**config.mk**
```make
export PLATFORM = sky130hd
export DESIGN_NAME = tftp_crc_data_receiver
export DESIGN_NICKNAME = d
export VERILOG_FILES = /design/src/rtl/tcdr_pkg.sv /design/src/rtl/tcdr_front.sv /design/src/rtl/tcdr_queue.sv /design/src/rtl/tcdr_back.sv /design/src/rtl/tftp_crc_data_receiver.sv
export SDC_FILE = /design/constraint.sdc
export NUM_CORES = 1
export LEC_CHECK = 0
export BUFFER_PORTS_ARGS = -buffer_cell sky130_fd_sc_hd__buf_2
export CORE_UTILIZATION = 55
export CTS_CLUSTER_SIZE = 24
export DETAILED_ROUTE_END_ITERATION = 6
export GPL_TIMING_DRIVEN = 0
export PLACE_DENSITY = 0.85
export SYNTH_ARGS = -nofsm -noshare
export SYNTH_HDL_FRONTEND = slang
export SYNTH_SLANG_ARGS = --single-unit
```
**constraint.sdc**
```tcl
create_clock -name clk -period 10.1 [get_ports clk]
set_clock_uncertainty 0.15 [all_clocks]
set_input_delay 3.03 -clock clk [delete_from_list [all_inputs] [get_ports clk]]
set_output_delay 3.03 -clock clk [all_outputs]
set_load 0.02 [all_outputs]
```
**src/rtl/tcdr_pkg.sv**
```systemverilog
`timescale 1ns / 1ps
`default_nettype none

package tcdr_pkg;

    localparam int MAX_PAYLOAD = 512;
    // Byte position saturates at MAX_PAYLOAD + 4.
    localparam int POS_W = $clog2(MAX_PAYLOAD + 5);
    localparam int PCNT_W = 10;
    localparam int BLK_W = 16;

    localparam logic [7:0] CRC_POLY = 8'h07;
    localparam logic [7:0] CRC_MSB = 8'h80;

    localparam int QDEPTH = 4;
    localparam int QPTR_W = $clog2(QDEPTH);
    localparam int QCNT_W = $clog2(QDEPTH + 1);

    // Everything one accepted byte causes: an optional forwarded payload byte
    // followed by an optional end-of-packet verdict.
    typedef struct packed {
        logic               has_fwd;
        logic [7:0]         fwd_byte;
        logic               has_verdict;
        logic               frame_ok;
        logic               crc_ok;
        logic               commit;
        logic [BLK_W-1:0]   ack_block;
        logic               transfer_done;
        logic [PCNT_W-1:0]  payload_count;
    } job_t;

endpackage

`default_nettype wire

```
**src/rtl/tcdr_front.sv**
```systemverilog
`timescale 1ns / 1ps
`default_nettype none

module tcdr_front
(
    input  wire logic                clk,
    input  wire logic                rst_n,
    input  wire logic                push,
    input  wire logic [7:0]          data_byte,
    input  wire logic                end_of_packet,
    input  wire logic                q_full,
    output logic                     enq,
    output tcdr_pkg::job_t           job
);

    logic [tcdr_pkg::POS_W-1:0]  pos_reg, pos_next;
    logic [7:0]                  crc_reg, crc_next;
    logic [7:0]                  held_reg, held_next;
    logic [tcdr_pkg::BLK_W-1:0]  blk_reg, blk_next;
    logic [tcdr_pkg::BLK_W-1:0]  last_blk_reg, last_blk_next;
    logic                        over_reg, over_next;

    logic                        accept;
    logic                        fwd;
    logic [7:0]                  crc_upd;
    logic                        fok;
    logic                        cok;
    logic                        com;
    logic                        done;
    logic [tcdr_pkg::POS_W-1:0]  cnt_full;

    function automatic logic [7:0] crc8_update(input logic [7:0] crc, input logic [7:0] b);
        logic [7:0] c;
        c = crc ^ b;
        for (int i = 0; i < 8; i++)
        begin
            if ((c & tcdr_pkg::CRC_MSB) != 8'd0)
            begin
                c = {c[6:0], 1'b0} ^ tcdr_pkg::CRC_POLY;
            end
            else
            begin
                c = {c[6:0], 1'b0};
            end
        end
        return c;
    endfunction

    assign accept  = push && !q_full;
    assign fwd     = (pos_reg >= tcdr_pkg::POS_W'(5)) && !over_reg;
    assign crc_upd = fwd ? crc8_update(crc_reg, held_reg) : crc_reg;
    assign fok     = (pos_reg >= tcdr_pkg::POS_W'(4)) && !over_reg;
    assign cnt_full = pos_reg - tcdr_pkg::POS_W'(4);
    assign cok     = fok && (crc_upd == data_byte);
    assign com     = cok && (blk_reg == last_blk_reg + tcdr_pkg::BLK_W'(1));
    assign done    = cok && (cnt_full < tcdr_pkg::POS_W'(tcdr_pkg::MAX_PAYLOAD));

    // Only the final byte of a packet or a forwarded byte produces a result.
    assign enq = accept && (fwd || end_of_packet);

    always_comb
    begin
        job = '0;
        job.has_fwd     = fwd;
        job.fwd_byte    = held_reg;
        job.has_verdict = end_of_packet;
        if (end_of_packet)
        begin
            job.frame_ok      = fok;
            job.crc_ok        = cok;
            job.commit        = com;
            job.ack_block     = cok ? blk_reg : '0;
            job.transfer_done = done;
            job.payload_count = fok ? tcdr_pkg::PCNT_W'(cnt_full) : '0;
        end
    end

    always_comb
    begin
        pos_next      = pos_reg;
        crc_next      = crc_reg;
        held_next     = held_reg;
        blk_next      = blk_reg;
        last_blk_next = last_blk_reg;
        over_next     = over_reg;
        if (accept)
        begin
            if (!end_of_packet)
            begin
                if (pos_reg == tcdr_pkg::POS_W'(2))
                begin
                    blk_next = {data_byte, blk_reg[7:0]};
                end
                else if (pos_reg == tcdr_pkg::POS_W'(3))
                begin
                    blk_next = {blk_reg[15:8], data_byte};
                end
                crc_next = crc_upd;
                if (pos_reg >= tcdr_pkg::POS_W'(tcdr_pkg::MAX_PAYLOAD + 4))
                begin
                    over_next = 1'b1;
                end
                else
                begin
                    pos_next = pos_reg + tcdr_pkg::POS_W'(1);
                end
                held_next = data_byte;
            end
            else
            begin
                if (com)
                begin
                    last_blk_next = blk_reg;
                end
                // The transfer has ended, so the next one starts from block zero.
                if (done)
                begin
                    last_blk_next = '0;
                end
                pos_next  = '0;
                crc_next  = '0;
                held_next = '0;
                blk_next  = '0;
                over_next = 1'b0;
            end
        end
    end

    always_ff @(posedge clk or negedge rst_n)
    begin
        if (!rst_n)
        begin
            pos_reg      <= '0;
            crc_reg      <= '0;
            held_reg     <= '0;
            blk_reg      <= '0;
            last_blk_reg <= '0;
            over_reg     <= 1'b0;
        end
        else
        begin
            pos_reg      <= pos_next;
            crc_reg      <= crc_next;
            held_reg     <= held_next;
            blk_reg      <= blk_next;
            last_blk_reg <= last_blk_next;
            over_reg     <= over_next;
        end
    end

endmodule

`default_nettype wire

```
**src/rtl/tcdr_queue.sv**
```systemverilog
`timescale 1ns / 1ps
`default_nettype none

module tcdr_queue
(
    input  wire logic            clk,
    input  wire logic            rst_n,
    input  wire logic            enq,
    input  wire tcdr_pkg::job_t  enq_job,
    input  wire logic            deq,
    output logic                 q_full,
    output logic                 q_empty,
    output tcdr_pkg::job_t       head_job
);

    tcdr_pkg::job_t                 slots_reg [tcdr_pkg::QDEPTH];
    logic [tcdr_pkg::QPTR_W-1:0]    wr_ptr_reg, wr_ptr_next;
    logic [tcdr_pkg::QPTR_W-1:0]    rd_ptr_reg, rd_ptr_next;
    logic [tcdr_pkg::QCNT_W-1:0]    count_reg, count_next;
    logic                           do_enq;
    logic                           do_deq;

    assign q_full   = (count_reg == tcdr_pkg::QCNT_W'(tcdr_pkg::QDEPTH));
    assign q_empty  = (count_reg == '0);
    assign head_job = slots_reg[rd_ptr_reg];
    assign do_enq   = enq && !q_full;
    assign do_deq   = deq && !q_empty;

    always_comb
    begin
        wr_ptr_next = do_enq ? wr_ptr_reg + tcdr_pkg::QPTR_W'(1) : wr_ptr_reg;
        rd_ptr_next = do_deq ? rd_ptr_reg + tcdr_pkg::QPTR_W'(1) : rd_ptr_reg;
        count_next  = count_reg;
        if (do_enq && !do_deq)
        begin
            count_next = count_reg + tcdr_pkg::QCNT_W'(1);
        end
        else if (!do_enq && do_deq)
        begin
            count_next = count_reg - tcdr_pkg::QCNT_W'(1);
        end
    end

    always_ff @(posedge clk)
    begin
        if (do_enq)
        begin
            slots_reg[wr_ptr_reg] <= enq_job;
        end
    end

    always_ff @(posedge clk or negedge rst_n)
    begin
        if (!rst_n)
        begin
            wr_ptr_reg <= '0;
            rd_ptr_reg <= '0;
            count_reg  <= '0;
        end
        else
        begin
            wr_ptr_reg <= wr_ptr_next;
            rd_ptr_reg <= rd_ptr_next;
            count_reg  <= count_next;
        end
    end

endmodule

`default_nettype wire

```
**src/rtl/tcdr_back.sv**
```systemverilog
`timescale 1ns / 1ps
`default_nettype none

module tcdr_back
(
    input  wire logic                          clk,
    input  wire logic                          rst_n,
    input  wire logic                          q_empty,
    input  wire tcdr_pkg::job_t                head_job,
    input  wire logic                          pop,
    output logic                               deq,
    output logic                               kind,
    output logic [7:0]                         payload_byte,
    output logic                               frame_ok,
    output logic                               crc_ok,
    output logic                               commit,
    output logic                               send_ack,
    output logic [tcdr_pkg::BLK_W-1:0]         ack_block,
    output logic                               transfer_done,
    output logic [tcdr_pkg::PCNT_W-1:0]        payload_count,
    output logic                               last_of_run
);

    // Set once the forwarded byte of the head entry has been taken and its
    // verdict is still to go.
    logic   phase_reg, phase_next;
    logic   show_fwd;
    logic   taken;

    assign show_fwd = head_job.has_fwd && !phase_reg;
    assign taken    = pop && !q_empty;
    assign deq      = taken && !(show_fwd && head_job.has_verdict);

    assign kind          = !show_fwd;
    assign payload_byte  = show_fwd ? head_job.fwd_byte : 8'd0;
    assign frame_ok      = !show_fwd && head_job.frame_ok;
    assign crc_ok        = !show_fwd && head_job.crc_ok;
    assign commit        = !show_fwd && head_job.commit;
    assign send_ack      = !show_fwd && head_job.crc_ok;
    assign ack_block     = show_fwd ? '0 : head_job.ack_block;
    assign transfer_done = !show_fwd && head_job.transfer_done;
    assign payload_count = show_fwd ? '0 : head_job.payload_count;
    assign last_of_run   = show_fwd ? !head_job.has_verdict : 1'b1;

    always_comb
    begin
        phase_next = phase_reg;
        if (taken)
        begin
            phase_next = show_fwd && head_job.has_verdict;
        end
    end

    always_ff @(posedge clk or negedge rst_n)
    begin
        if (!rst_n)
        begin
            phase_reg <= 1'b0;
        end
        else
        begin
            phase_reg <= phase_next;
        end
    end

endmodule

`default_nettype wire

```
**src/rtl/tftp_crc_data_receiver.sv**
```systemverilog
// Receive side of a block-numbered DATA transfer with a CRC-8 trailer. One packet byte
// is taken per cycle (push while full is low), with end_of_packet on the final CRC byte.
// Payload bytes come out one byte late as kind 0 results; the final byte gives a kind 1
// verdict with frame, CRC, commit, ACK and end-of-transfer flags. A beat in is classified
// combinationally by the front end and queued; each result takes one pop beat out, so a
// final byte that also releases a payload byte is popped as two results. A four-entry
// queue between front and back end absorbs output stalls.
`timescale 1ns / 1ps
`default_nettype none

module tftp_crc_data_receiver
(
    input  wire logic                          clk,
    input  wire logic                          rst_n,
    input  wire logic                          push,
    output logic                               full,
    input  wire logic [7:0]                    data_byte,
    input  wire logic                          end_of_packet,
    output logic                               empty,
    input  wire logic                          pop,
    output logic                               kind,
    output logic [7:0]                         payload_byte,
    output logic                               frame_ok,
    output logic                               crc_ok,
    output logic                               commit,
    output logic                               send_ack,
    output logic [tcdr_pkg::BLK_W-1:0]         ack_block,
    output logic                               transfer_done,
    output logic [tcdr_pkg::PCNT_W-1:0]        payload_count,
    output logic                               last_of_run
);

    logic            enq;
    logic            deq;
    logic            q_full;
    logic            q_empty;
    tcdr_pkg::job_t  enq_job;
    tcdr_pkg::job_t  head_job;

    assign full  = q_full;
    assign empty = q_empty;

    tcdr_front u_front
    (
        .clk           (clk),
        .rst_n         (rst_n),
        .push          (push),
        .data_byte     (data_byte),
        .end_of_packet (end_of_packet),
        .q_full        (q_full),
        .enq           (enq),
        .job           (enq_job)
    );

    tcdr_queue u_queue
    (
        .clk      (clk),
        .rst_n    (rst_n),
        .enq      (enq),
        .enq_job  (enq_job),
        .deq      (deq),
        .q_full   (q_full),
        .q_empty  (q_empty),
        .head_job (head_job)
    );

    tcdr_back u_back
    (
        .clk           (clk),
        .rst_n         (rst_n),
        .q_empty       (q_empty),
        .head_job      (head_job),
        .pop           (pop),
        .deq           (deq),
        .kind          (kind),
        .payload_byte  (payload_byte),
        .frame_ok      (frame_ok),
        .crc_ok        (crc_ok),
        .commit        (commit),
        .send_ack      (send_ack),
        .ack_block     (ack_block),
        .transfer_done (transfer_done),
        .payload_count (payload_count),
        .last_of_run   (last_of_run)
    );

endmodule

`default_nettype wire
```
==> summary.txt <==
Run status
  • Status: completed

Routing
  • Routed vias: 6615
  • Post-Route WL: 22.6 mm
  • DR iter-0 viols: 587
  • Post-route antenna net violation count: 0
  • DR WL/cell: 20.8 µm
  • # DRC: 0
  • Vias per std cell: 6.09
  • DRT Pass-1 Iters: 5

Synth
  • Synth unique cells: 56
  • Avg Cell Area, Syn: 14.0 µm²
  • Synthesized instance count: 756
  • Yosys reg bits: 227
  • Count of flip-flops with a built-in enable after synthesis: 160
  • Area leader, netlist: edfxtp_1
  • Net Count, Synth: 785
  • Share of the synthesized area in the top cell type: 45.5%
  • Most common flop cell mapped by yosys: edfxtp_1
  • Post-synthesis sequential area ratio: 61.4%
  • Synth area leaders: edfxtp_1 (46%), dfrtp_1 (16%), mux4_2 (8.5%)
  • FFs w/ async S/R, synth: 29.5%
  • Most frequent cells after synthesis: edfxtp_1 (160), dfrtp_1 (67), nand2_1 (58)
  • Synth warn: 0
  • Mapped cell area: 10600 µm²
  • Top-count cell post-synth: edfxtp_1

Layout
  • Layout area overhead: 12.8%
  • Non-filler cells, final: 1087
  • Antenna Cells: 0
  • Largest register FFs: 160
  • Post-layout net count: 866
  • Layout cells sized above 1: 18.1%

Clocking
  • Worst-path clk slew: 0.06 ns
  • CTS Buf Count: 22
  • H-tree depth: 1
  • Root buf cell: clkbuf_16
  • Clock buffer depth: 3
  • Post-CTS sizing: 0
  • Post-CTS setup buffer count: 0
  • Clock Latency Late Sink: 0.50 ns
  • Post-CTS Hold Fix Bufs: 0
  • Clock sinks: 227
  • CTS tree: done

STA
  • Period Utilization, post-route: 60.8%
  • Tightest Pin Transition: 1.02 ns
  • Final Critical Period: 6.14 ns
  • RSZ-0062 raised after global routing: false
  • Final setup viols: 0
  • Fmax: 163 MHz
  • Fin. Hold Viols: 0
  • Slew headroom: 32.1%
  • Final TNS setup: 0 ns
  • Final max-slew violation count: 0

Critical path
  • CP endpoint kind: output port
  • CP Max Fanout: 10
  • R2r endpoint: u_queue.count_reg[1]
  • Critical Path Start Type: flip-flop
  • Crit path DAT: 2.96 ns
  • R2r startpoint: u_front.pos_reg[5]
  • Kind of critical path: reg2out
  • R2R Setup Slk: 6.02 ns
  • Crit path launch: u_queue.rd_ptr_reg[0]
  • Req. time, crit path: 6.92 ns
  • Worst R2R Path Depth: 10
  • Worst setup path endpoint: payload_byte[1]

GRT
  • First-pass GRT wire length: 35.8 mm
  • Initial antenna violation count: 0
  • Overall Global Routing Usage: 23.7%
  • Largest net degree at the start of global routing: 68
  • Total grt overflow: 0
  • Number of global-route vias before repair: 6406

Power and ir drop
  • Leak: 4.57 nW
  • Peak supply drop: 0.126 mV
  • Power per cell area: 295 nW/µm²

Floorplan
  • Initial Util: 56.2%
  • IO Count: 56
  • CORE AREA: 18800 µm²
  • Row cnt: 50
  • Die H: 141 µm
  • Die width: 141 µm
  • Die Area: 19800 µm²

Placed design
  • Placer Congestion: 0.931
  • Post-DP HPWL: 15.5 mm
  • Placed Cells: 1047
  • Port bufs: 53

Run
  • MaxCap Viol Count: 0

Worst hold path
  • Hold Crit Class: reg2reg
where the power goes:
group	switching [mW]	internal [mW]
clock	0.334	0.460
sequential	0.113	1.19
combinational	0.822	0.586
per-layer routing:
metal  track usage [%]  vias up  part of all wire [%]
met4              6.35        0                   2.1
met2              39.2      289                    48
met3              2.19       35                   6.2
met5                 0        -                     0
li1                  -     2991                     -
met1              34.0     3300                    43
cell families (layout without fill, tap and decap cells):
family	after synthesis	count (layout)	share of synthesized area (%)
flip-flops	227	227	61.4
AND/OR/NAND/NOR	216	216	10.9
AO/OA/AOI/OAI	120	120	7.85
XOR/XNOR	74	74	6.70
buffers and inverters	59	156	2.28
multiplexers	44	44	8.94
adder cells (fa/ha/maj)	16	16	1.97
per-stage QoR:
stage / instance area, µm² / worst slack [ns] / hold WS, ns / util [%] / power (mW)
after global routing: 11900 / 3.69 / 0.382 / 63.4 / 3.69
final: 11900 / 3.96 / 0.336 / 63.4 / 3.51
after CTS: 11900 / 3.91 / 0.338 / 63.4 / 3.53
after floorplan: 10600 / 4.65 / 0.300 / - / 2.33
after global placement: 11100 / 3.66 / 0.325 / 59.2 / 2.68
after detailed placement: 11200 / 4.08 / 0.325 / 59.7 / 2.73
how the worst min path moves through the flow:
| stage | startpoint | to | slack (ns) | cells after the start |
|---|---|---|---|---|
| global placement | u_queue.count_reg[2] | u_queue.count_reg[2] | 0.33 | 1 |
| floorplan | u_back.phase_reg | u_back.phase_reg | 0.30 | 2 |
| CTS | u_queue.count_reg[2] | u_queue.count_reg[2] | 0.34 | 1 |
| finish | u_queue.count_reg[2] | u_queue.count_reg[2] | 0.34 | 1 |
| global route | u_queue.count_reg[2] | u_queue.count_reg[2] | 0.38 | 1 |
| detailed placement | u_queue.count_reg[2] | u_queue.count_reg[2] | 0.33 | 1 |
cell usage in the layout (no fill, tap or decap), types with 12 or more instances in the layout:
master     instances
a21oi_1           15
a22o_1            21
a22oi_1           12
and2_1            13
and3_1            24
buf_2             58
clkbuf_1          31
clkbuf_16         23
dfrtp_1           67
edfxtp_1         160
ha_1              15
inv_1             18
mux4_2            40
nand2_1           58
nor2_1            27
nor2b_1           35
o21ai_0           39
xnor2_1           45
xor2_1            23
worst max-delay path: stages (launching register included):
cell      delay [ns]
dfrtp_1         0.36
clkbuf_1        0.19
mux4_2          0.39
nor2b_1         0.28
clkbuf_1        0.45
clkbuf_1        0.43
and2_1          0.20
buf_2           0.16
layout make-up:
cell class	count	area, µm²
clock inverters	8	71.3
multi-input cells	470	3840
fillers	1359	6870
flip-flops and latches	227	6480
inverters	18	67.6
clock buffers	32	629
plain buffers	41	173
well taps	234	293
repair buffers	57	348
Power figures use the tool's default switching activity.
